<file path="src/hdl/cst_pkg.sv">
// package for the counting semaphore table
// constants, codes and the front-to-back request type; no dependencies
package cst_pkg;

    localparam int NUM_SEMS   = 16;
    localparam int WAIT_DEPTH = 8;
    localparam int SLOT_W     = (NUM_SEMS > 1) ? $clog2(NUM_SEMS) : 1;
    localparam int STK_W      = (WAIT_DEPTH > 1) ? $clog2(WAIT_DEPTH) : 1;
    localparam int FILL_W     = $clog2(WAIT_DEPTH + 1);
    localparam int STK_ADDR_W = SLOT_W + STK_W;
    localparam int STK_DEPTH  = NUM_SEMS * WAIT_DEPTH;
    localparam int QDEPTH     = 2;

    // byte address of the enable register
    localparam logic [1:0] REG_ENABLE = 2'd0;

    localparam logic [2:0] FN_INIT   = 3'd0;
    localparam logic [2:0] FN_SIGNAL = 3'd1;
    localparam logic [2:0] FN_WAIT   = 3'd2;
    localparam logic [2:0] FN_FREE   = 3'd3;
    localparam logic [2:0] FN_TICK   = 3'd4;

    localparam logic [2:0] ST_OK       = 3'd0;
    localparam logic [2:0] ST_BLOCKED  = 3'd1;
    localparam logic [2:0] ST_ERROR    = 3'd2;
    localparam logic [2:0] ST_RELEASED = 3'd3;
    localparam logic [2:0] ST_TICKDONE = 3'd4;

    // kind of work handed to the back part
    typedef enum logic [1:0] {
        OP_ERROR,
        OP_INIT,
        OP_LOOKUP,
        OP_TICK
    } op_t;

    typedef struct packed {
        op_t         op;
        logic [2:0]  func;
        logic [15:0] sem_id;
        logic [15:0] init_count;
        logic [7:0]  task_id;
    } req_t;

    typedef enum logic [2:0] {
        BK_IDLE,
        BK_SCAN,
        BK_EXEC,
        BK_POP,
        BK_EMIT
    } bk_state_t;

endpackage

</file>
<file path="src/hdl/cst_front.sv">
// front part: accepts and classifies requests, queues them for the back part
// depends on cst_pkg
module cst_front
(
    input  logic                clk,
    input  logic                rst_n,
    input  logic                enable,
    input  logic                push,
    output logic                full,
    input  logic [2:0]          func,
    input  logic [15:0]         sem_id,
    input  logic [15:0]         init_count,
    input  logic [7:0]          task_id,
    output logic                q_valid,
    output cst_pkg::req_t       q_data,
    input  logic                q_take
);

    cst_pkg::req_t q_reg [cst_pkg::QDEPTH];
    logic          wp_reg, wp_next, rp_reg, rp_next;
    logic [1:0]    cnt_reg, cnt_next;
    cst_pkg::req_t req;
    logic          do_push, do_pop;

    always_comb
    begin
        req.func          = func;
        req.sem_id        = sem_id;
        req.init_count    = init_count;
        req.task_id       = task_id;
        if (!enable)
            req.op = cst_pkg::OP_ERROR;
        else
        begin
            unique case (func)
                cst_pkg::FN_INIT:  req.op = cst_pkg::OP_INIT;
                cst_pkg::FN_SIGNAL, cst_pkg::FN_WAIT, cst_pkg::FN_FREE:
                    req.op = (sem_id == 16'd0) ? cst_pkg::OP_ERROR : cst_pkg::OP_LOOKUP;
                cst_pkg::FN_TICK:  req.op = cst_pkg::OP_TICK;
                default:           req.op = cst_pkg::OP_ERROR;
            endcase
        end
    end

    assign full    = (cnt_reg == 2'(cst_pkg::QDEPTH));
    assign q_valid = (cnt_reg != 2'd0);
    assign q_data  = q_reg[rp_reg];
    assign do_push = push && !full;
    assign do_pop  = q_take && q_valid;

    always_comb
    begin
        wp_next  = do_push ? ~wp_reg : wp_reg;
        rp_next  = do_pop ? ~rp_reg : rp_reg;
        cnt_next = cnt_reg + 2'(do_push) - 2'(do_pop);
    end

    always_ff @(posedge clk or negedge rst_n)
    begin
        if (!rst_n)
        begin
            wp_reg  <= 1'b0;
            rp_reg  <= 1'b0;
            cnt_reg <= 2'd0;
        end
        else
        begin
            wp_reg  <= wp_next;
            rp_reg  <= rp_next;
            cnt_reg <= cnt_next;
        end
    end

    always_ff @(posedge clk)
    begin
        if (do_push)
            q_reg[wp_reg] <= req;
    end

endmodule

</file>
<file path="src/hdl/cst_back.sv">
// back part: walks the slot table, executes commands and emits results
// depends on cst_pkg
module cst_back
(
    input  logic                clk,
    input  logic                rst_n,
    input  logic                clear,
    input  logic                q_valid,
    input  cst_pkg::req_t       q_data,
    output logic                q_take,
    output logic                res_valid,
    input  logic                res_take,
    output logic [2:0]          res_status,
    output logic [15:0]         res_id,
    output logic [7:0]          res_task,
    output logic                res_last
);

    localparam logic [cst_pkg::SLOT_W-1:0] LAST_SLOT = cst_pkg::SLOT_W'(cst_pkg::NUM_SEMS - 1);

    logic [cst_pkg::NUM_SEMS-1:0] used_reg;
    logic [15:0] ident_reg   [cst_pkg::NUM_SEMS];
    logic [15:0] count_reg   [cst_pkg::NUM_SEMS];
    logic [15:0] initial_reg [cst_pkg::NUM_SEMS];
    logic [cst_pkg::FILL_W-1:0] fill_reg [cst_pkg::NUM_SEMS];
    logic [7:0]  stack_mem [cst_pkg::STK_DEPTH];
    logic [7:0]  stack_rd_reg;
    logic [15:0] next_ident_reg;

    cst_pkg::bk_state_t state_reg, state_next;
    cst_pkg::req_t      cur_reg;
    logic [cst_pkg::SLOT_W-1:0] idx_reg, idx_next;
    logic        found_reg, found_next;
    logic [cst_pkg::SLOT_W-1:0] hit_reg, hit_next;

    logic        ov_reg;
    logic [2:0]  o_status_reg;
    logic [15:0] o_id_reg;
    logic [7:0]  o_task_reg;
    logic        o_last_reg;

    logic        emit;
    logic [2:0]  e_status;
    logic [15:0] e_id;
    logic [7:0]  e_task;
    logic        e_last;

    logic        stk_we, stk_re;
    logic [cst_pkg::STK_ADDR_W-1:0] stk_waddr, stk_raddr;

    logic        wr_init, wr_signal, wr_wait_dec, wr_wait_push, wr_free, wr_tick;
    logic        slot_match, slot_free, slot_rel;
    logic [cst_pkg::SLOT_W-1:0] s;

    assign res_valid  = ov_reg;
    assign res_status = o_status_reg;
    assign res_id     = o_id_reg;
    assign res_task   = o_task_reg;
    assign res_last   = o_last_reg;

    assign slot_match = used_reg[idx_reg] && (ident_reg[idx_reg] == cur_reg.sem_id);
    assign slot_free  = !used_reg[idx_reg];
    assign slot_rel   = used_reg[idx_reg] && (count_reg[idx_reg] != 16'd0)
                        && (fill_reg[idx_reg] != '0);
    assign s          = hit_reg;

    always_comb
    begin
        state_next  = state_reg;
        idx_next    = idx_reg;
        found_next  = found_reg;
        hit_next    = hit_reg;
        q_take      = 1'b0;
        emit        = 1'b0;
        e_status    = cst_pkg::ST_ERROR;
        e_id        = 16'd0;
        e_task      = 8'd0;
        e_last      = 1'b1;
        stk_re      = 1'b0;
        stk_raddr   = {idx_reg, cst_pkg::STK_W'(fill_reg[idx_reg] - 1'b1)};
        wr_init     = 1'b0;
        wr_signal   = 1'b0;
        wr_wait_dec = 1'b0;
        wr_wait_push = 1'b0;
        wr_free     = 1'b0;
        wr_tick     = 1'b0;
        unique case (state_reg)
            cst_pkg::BK_IDLE:
            begin
                if (q_valid && !ov_reg)
                begin
                    q_take = 1'b1;
                    idx_next = '0;
                    found_next = 1'b0;
                    if (q_data.op == cst_pkg::OP_ERROR)
                        emit = 1'b1;
                    else
                        state_next = cst_pkg::BK_SCAN;
                end
            end
            cst_pkg::BK_SCAN:
            begin
                // one slot per cycle; a tick scan waits while a result is held
                if (cur_reg.op == cst_pkg::OP_TICK)
                begin
                    if (!ov_reg)
                    begin
                        if (slot_rel)
                        begin
                            stk_re = 1'b1;
                            hit_next = idx_reg;
                            wr_tick = 1'b1;
                            state_next = cst_pkg::BK_POP;
                        end
                        else if (idx_reg == LAST_SLOT)
                        begin
                            emit = 1'b1;
                            e_status = cst_pkg::ST_TICKDONE;
                            state_next = cst_pkg::BK_IDLE;
                        end
                        else
                            idx_next = idx_reg + 1'b1;
                    end
                end
                else
                begin
                    if (!found_reg && ((cur_reg.op == cst_pkg::OP_INIT) ? slot_free : slot_match))
                    begin
                        found_next = 1'b1;
                        hit_next = idx_reg;
                    end
                    if (idx_reg == LAST_SLOT)
                        state_next = cst_pkg::BK_EXEC;
                    else
                        idx_next = idx_reg + 1'b1;
                end
            end
            cst_pkg::BK_POP:
                state_next = cst_pkg::BK_EMIT;
            cst_pkg::BK_EMIT:
            begin
                emit = 1'b1;
                e_status = cst_pkg::ST_RELEASED;
                e_id = ident_reg[s];
                e_task = stack_rd_reg;
                e_last = 1'b0;
                if (idx_reg == LAST_SLOT)
                    state_next = cst_pkg::BK_SCAN;
                else
                begin
                    idx_next = idx_reg + 1'b1;
                    state_next = cst_pkg::BK_SCAN;
                end
                // past the last slot still needs the done item
                if (idx_reg == LAST_SLOT)
                    found_next = 1'b1;
            end
            cst_pkg::BK_EXEC:
            begin
                if (!ov_reg)
                begin
                    emit = 1'b1;
                    state_next = cst_pkg::BK_IDLE;
                    if (found_reg)
                    begin
                        case (cur_reg.func)
                            cst_pkg::FN_INIT:
                                if (next_ident_reg != 16'd0)
                                begin
                                    wr_init = 1'b1;
                                    e_status = cst_pkg::ST_OK;
                                    e_id = next_ident_reg;
                                end
                            cst_pkg::FN_SIGNAL:
                            begin
                                wr_signal = 1'b1;
                                e_status = cst_pkg::ST_OK;
                                e_id = ident_reg[s];
                            end
                            cst_pkg::FN_WAIT:
                                if (count_reg[s] != 16'd0)
                                begin
                                    wr_wait_dec = 1'b1;
                                    e_status = cst_pkg::ST_OK;
                                    e_id = ident_reg[s];
                                end
                                else if (fill_reg[s] < cst_pkg::FILL_W'(cst_pkg::WAIT_DEPTH))
                                begin
                                    wr_wait_push = 1'b1;
                                    e_status = cst_pkg::ST_BLOCKED;
                                    e_id = ident_reg[s];
                                end
                            cst_pkg::FN_FREE:
                                if (count_reg[s] == initial_reg[s] && fill_reg[s] == '0)
                                begin
                                    wr_free = 1'b1;
                                    e_status = cst_pkg::ST_OK;
                                    e_id = ident_reg[s];
                                end
                            default: ;
                        endcase
                    end
                end
            end
            default: state_next = cst_pkg::BK_IDLE;
        endcase
        // tick finished on the last slot after a release
        if (state_reg == cst_pkg::BK_SCAN && cur_reg.op == cst_pkg::OP_TICK && found_reg
            && !ov_reg)
        begin
            emit = 1'b1;
            e_status = cst_pkg::ST_TICKDONE;
            e_id = 16'd0;
            e_task = 8'd0;
            e_last = 1'b1;
            stk_re = 1'b0;
            wr_tick = 1'b0;
            idx_next = idx_reg;
            state_next = cst_pkg::BK_IDLE;
        end
    end

    assign stk_we    = wr_wait_push;
    assign stk_waddr = {s, cst_pkg::STK_W'(fill_reg[s])};

    always_ff @(posedge clk or negedge rst_n)
    begin
        if (!rst_n)
        begin
            state_reg      <= cst_pkg::BK_IDLE;
            ov_reg         <= 1'b0;
            used_reg       <= '0;
            next_ident_reg <= 16'd1;
            idx_reg        <= '0;
            found_reg      <= 1'b0;
            hit_reg        <= '0;
            for (int i = 0; i < cst_pkg::NUM_SEMS; i++)
                fill_reg[i] <= '0;
        end
        else
        begin
            state_reg <= state_next;
            idx_reg   <= idx_next;
            found_reg <= found_next;
            hit_reg   <= hit_next;
            if (emit)
                ov_reg <= 1'b1;
            else if (res_take)
                ov_reg <= 1'b0;
            if (clear)
            begin
                used_reg <= '0;
                for (int i = 0; i < cst_pkg::NUM_SEMS; i++)
                    fill_reg[i] <= '0;
            end
            else
            begin
                if (wr_init)
                begin
                    used_reg[s]    <= 1'b1;
                    fill_reg[s]    <= '0;
                    next_ident_reg <= next_ident_reg + 16'd1;
                end
                if (wr_free)
                    used_reg[s] <= 1'b0;
                if (wr_wait_push)
                    fill_reg[s] <= fill_reg[s] + 1'b1;
                if (wr_tick)
                    fill_reg[idx_reg] <= fill_reg[idx_reg] - 1'b1;
            end
        end
    end

    always_ff @(posedge clk)
    begin
        if (state_reg == cst_pkg::BK_IDLE && q_take)
            cur_reg <= q_data;
        if (wr_init)
        begin
            ident_reg[s]   <= next_ident_reg;
            count_reg[s]   <= cur_reg.init_count;
            initial_reg[s] <= cur_reg.init_count;
        end
        if (wr_signal && count_reg[s] < initial_reg[s])
            count_reg[s] <= count_reg[s] + 16'd1;
        if (wr_wait_dec)
            count_reg[s] <= count_reg[s] - 16'd1;
        if (wr_tick)
            count_reg[idx_reg] <= count_reg[idx_reg] - 16'd1;
        if (stk_we)
            stack_mem[stk_waddr] <= cur_reg.task_id;
        if (stk_re)
            stack_rd_reg <= stack_mem[stk_raddr];
        if (emit)
        begin
            o_status_reg <= e_status;
            o_id_reg     <= e_id;
            o_task_reg   <= e_task;
            o_last_reg   <= e_last;
        end
    end

endmodule

</file>
<file path="src/hdl/cst_regs.sv">
// configuration register file, APB-style write and read
// depends on cst_pkg for the register address
module cst_regs
(
    input  logic        clk,
    input  logic        rst_n,
    input  logic        psel,
    input  logic        penable,
    input  logic        pwrite,
    input  logic [1:0]  paddr,
    input  logic [31:0] pwdata,
    output logic [31:0] prdata,
    output logic        pready,
    output logic        enable,
    output logic        clear
);

    logic enable_reg, enable_next;
    logic wr;

    assign pready = 1'b1;
    assign wr     = psel && penable && pwrite && (paddr == cst_pkg::REG_ENABLE);
    assign clear  = wr && pwdata[0];
    assign enable = enable_reg;
    assign prdata = (paddr == cst_pkg::REG_ENABLE) ? {31'd0, enable_reg} : 32'd0;

    always_comb
        enable_next = wr ? pwdata[0] : enable_reg;

    always_ff @(posedge clk or negedge rst_n)
    begin
        if (!rst_n)
            enable_reg <= 1'b0;
        else
            enable_reg <= enable_next;
    end

endmodule

</file>
<file path="src/hdl/counting_semaphore_table.sv">
// top level of the counting semaphore table: joins registers, front and back
// depends on cst_pkg, cst_regs, cst_front, cst_back
// A request is classified on entry and queued two deep; the back part then
// walks all 16 slots one per cycle, a tick scan pausing while a result is
// held. A command answers after the full scan, a refused request without
// one; a tick emits an item per released task, read through the registered
// read of the waiter stack memory, and a done item past the last slot.
// Results wait in a one-deep output register and the back part takes no
// request and emits nothing while it is held. Writing enable with 1 empties
// the table at once.
module counting_semaphore_table
(
    input  logic        clk,
    input  logic        rst_n,
    input  logic        psel,
    input  logic        penable,
    input  logic        pwrite,
    input  logic [1:0]  paddr,
    input  logic [31:0] pwdata,
    output logic [31:0] prdata,
    output logic        pready,
    input  logic        push,
    output logic        full,
    input  logic [2:0]  func,
    input  logic [15:0] sem_id,
    input  logic [15:0] init_count,
    input  logic [7:0]  task_id,
    output logic        empty,
    input  logic        pop,
    output logic [2:0]  status,
    output logic [15:0] result_id,
    output logic [7:0]  released_task,
    output logic        last
);

    logic          enable, clear, q_valid, q_take, res_valid;
    cst_pkg::req_t q_data;

    cst_regs u_regs (
        .clk(clk), .rst_n(rst_n), .psel(psel), .penable(penable), .pwrite(pwrite),
        .paddr(paddr), .pwdata(pwdata), .prdata(prdata), .pready(pready),
        .enable(enable), .clear(clear)
    );

    cst_front u_front (
        .clk(clk), .rst_n(rst_n), .enable(enable), .push(push), .full(full),
        .func(func), .sem_id(sem_id), .init_count(init_count), .task_id(task_id),
        .q_valid(q_valid), .q_data(q_data), .q_take(q_take)
    );

    cst_back u_back (
        .clk(clk), .rst_n(rst_n), .clear(clear), .q_valid(q_valid), .q_data(q_data),
        .q_take(q_take), .res_valid(res_valid), .res_take(pop),
        .res_status(status), .res_id(result_id), .res_task(released_task),
        .res_last(last)
    );

    assign empty = !res_valid;

endmodule

</file>
<file path="config.mk">
export PLATFORM = sky130hd
export DESIGN_NAME = counting_semaphore_table
export DESIGN_NICKNAME = d
export VERILOG_FILES = /design/src/hdl/cst_pkg.sv /design/src/hdl/cst_front.sv /design/src/hdl/cst_back.sv /design/src/hdl/cst_regs.sv /design/src/hdl/counting_semaphore_table.sv
export SDC_FILE = /design/constraint.sdc
export NUM_CORES = 2
export LEC_CHECK = 0
export BUFFER_PORTS_ARGS = -buffer_cell sky130_fd_sc_hd__buf_2
export CAP_MARGIN = 15
export CORE_AREA = 5 5 351 439
export DETAILED_ROUTE_END_ITERATION = 7
export DIE_AREA = 0 0 356 444
export PLACE_DENSITY = 0.74
export SYNTH_ARGS = -nofsm -noshare
export SYNTH_HDL_FRONTEND = slang
export SYNTH_HIERARCHICAL = 1
export SYNTH_SLANG_ARGS = --single-unit
</file>
<file path="constraint.sdc">
create_clock -name clk -period 7.8 [get_ports clk]
set_input_delay 1.56 -clock clk [delete_from_list [all_inputs] [get_ports clk]]
set_output_delay 1.56 -clock clk [all_outputs]
set_load 0.02 [all_outputs]
</file>
==> impl_metrics.yaml <==
outcome:
  status: "complete, no violations"
cts:
  cts_resized: 0
  cts_tree: "done"
  cts_root_buf: "clkbuf_16"
  cts_sinks: 2077
  cts_setup_buffers: 0
  cts_max_level: 4
  cts_hold_buf: 0
  cts_made_buffers: 193
  path_clk_slew_ns: 0.06
  clk_latency_ns: 0.84
  clk_path_buf_depth: 3
place:
  post-place-ws_ns: 1.31
  placed_area_um2: 91900
  routabilityCongestion: 0.908
  dpl.hpwl_mm: 137
  portBuffers: 83
  placedCellCount: 6665
pwr:
  sw_frac_of_total_pct: 35.9
  power.density_nw_per_um2: 413
  p_leak_nw: 31.3
  ir_worst_vdd_uv: 708
  power_frac_seq_pct: 35.6
  pwr-share-clk_pct: 23.7
  combPwrFrac_pct: 40.7
  internal_power_mw: 26.1
  p_total_mw: 40.7
  p_switching_mw: 14.6
yosys:
  syn_area_per_cell_um2: 18.8
  netlist-cell-type-count: 97
  async_flop_share_pct: 5.49
  ys_warn_count: 6
  synth_top_area_share_pct: 66.1
  synth_edf_count: 1963
  yosysTopAreaCell: "edfxtp_1"
  synth_area_leaders: "edfxtp_1 (66%), mux4_2 (16%), dfrtp_1 (3.2%)"
  ys_ff_latch: 2077
  yosysSeqAreaShare_pct: 69.3
  synthFlopType: "edfxtp_1"
  synthesis.area_um2: 89100
  syn_inst: 4746
flow_run:
  drv_cap: 0
sta:
  max_freq_mhz: 156
  whs_ns: 0.494
  final-setup-viol-count: 0
  fin_tns_setup_ns: 0
  hold_violations: 0
  worst_slew_pin_slew_ns: 1.31
  skew_ns: 0.0310
  layout_setup_ws_ns: 1.38
  period_minus_slack_ns: 6.42
  slew_viol_final: 0
  rsz0062_at_grt: "no"
  slew_headroom_pct: 12.7
  min_period_over_period_pct: 82.3
die:
  die_area_um2: 158000
  dieWidth_um: 356
  die_height_um: 444
  io-pin-count: 147
  coreArea_um2: 150000
  initial_utilization_pct: 59.6
  num_rows: 159
layout:
  largest_reg_flops: 1024
  nNetsFinal: 4973
  regMostFlops: "u_back/stack_mem"
  layout-drive-gt1-share_pct: 26.0
  final_common_cell: "edfxtp_1"
  final_util_pct: 65.9
  syn_to_final_growth_pct: 10.5
  final_area_um2: 98500
  fillers: 9802
  layout.cells.non_filler: 7039
  final_cell_mix: "edfxtp_1 (1963), mux4_2 (619), nand2_1 (220)"
worst_setup_path:
  critPathMaxFanout: 52
  critPathRequiredTime_ns: 8.25
  crit_type: "flip-flop to flip-flop"
  startpoint_type: "flip-flop"
  crit_path_end_kind: "flip-flop"
  timing.reg2reg.setup_slack_ns: 1.38
  arrival_ns: 6.87
route:
  wire_per_inst_um: 33.0
  top_layer: "met5"
  wl_met1_mm: 81.1
  dr.pass1.iters: 8
  viasPerCell: 6.99
  vias: 49234
  wl_met2_mm: 115
  drc_errors: 0
  drt_iter0_drc: 6567
  drtAntennaViolNets: 0
  totalWireLength_mm: 232
  wl_met3_mm: 23.5
global_route:
  grt_pass1_vias: 49889
  antenna_found_initial: 6
  grt_usage_pct: 29.5
  grt_overflow: 0
  grt_pass1_wl_mm: 339
  grt_max_degree: 113
worst_hold_path:
  hold_path.class: "flip-flop to flip-flop"
## power by group through the flow
stage                     combinational [mW]  clock [mW]  sequential (mW)
after floorplan                         11.5           0             14.6
after global placement                  16.2           0             14.7
after detailed placement                16.4           0             14.7
after CTS                               16.5        9.77             14.5
after global routing                    17.4        10.3             14.5
final                                   16.6        9.65             14.5
## cell usage after synthesis, drive strengths merged, types with 36 or more instances
library cell	instances
a21oi	61
mux4	641
mux2i	78
nand2	227
a31oi	47
clkbuf	157
nor2	239
a221oi	64
xnor2	36
a22oi	72
dfrtp	113
o21ai	97
buf	189
edfxtp	1963
nand3	52
mux2	59
nor3	88
inv	71
## layout make-up
| type | instances | area [um2] | area share, % |
|---|---|---|---|
| diodes | 4 | 10.0 | 0.0102 |
| clock buffers | 250 | 5290 | 5.37 |
| repair buffers | 233 | 1720 | 1.75 |
| multi-input cells | 2279 | 25700 | 26.0 |
| flip-flops and latches | 2077 | 61800 | 62.8 |
| inverters | 73 | 274 | 0.278 |
| clock inverters | 111 | 1220 | 1.24 |
| well taps | 2012 | 2520 | 2.56 |
## final timing paths
check	start	end	cells after the start
worst max-delay path	u_back/hit_reg[0]$_DFFE_PN0P_	u_back/stack_mem[23][6]$_DFFE_PP_	9
worst min-delay path	u_front/cnt_reg[1]$_DFF_PN0_	u_front/cnt_reg[1]$_DFF_PN0_	1
worst max register to register	u_back/hit_reg[0]$_DFFE_PN0P_	u_back/stack_mem[23][6]$_DFFE_PP_	9
worst min register to register	u_front/cnt_reg[1]$_DFF_PN0_	u_front/cnt_reg[1]$_DFF_PN0_	1
max in group asynchronous	rst_n	u_back/hit_reg[3]$_DFFE_PN0P_	2
min in group asynchronous	rst_n	u_back/next_ident_reg[11]$_DFFE_PN0P_	1
## routing by layer
metal | vias up | global-route usage [%]
met5 | - | 0
met4 | 4 | 14.3
met3 | 629 | 5.67
met2 | 3142 | 47.9
met1 | 25546 | 39.0
li1 | 19913 | -
## logic make-up (layout without fill, tap and decap cells)
kind of cell	Yosys count	count (layout)	share of synthesized area [%]
buffers and inverters	420	667	2.43
AND/OR/NAND/NOR	794	794	4.34
other	2	36	0.00842
multiplexers	778	778	18.1
flip-flops	2077	2077	69.3
XOR/XNOR	57	57	0.560
AO/OA/AOI/OAI	586	586	4.81
adder cells (fa/ha/maj)	32	32	0.449
## worst max-delay path: stages (launching register included)
cell and delay (ns):
dfrtp_4 1.04, buf_12 0.43, buf_4 0.50, mux4_2 0.59, mux4_2 0.50, inv_1 0.14
nand2_1 0.39, nor3_2 0.57, nand3_2 0.84, nor2_1 0.99
No activity file was read; power rests on OpenSTA's default activity.
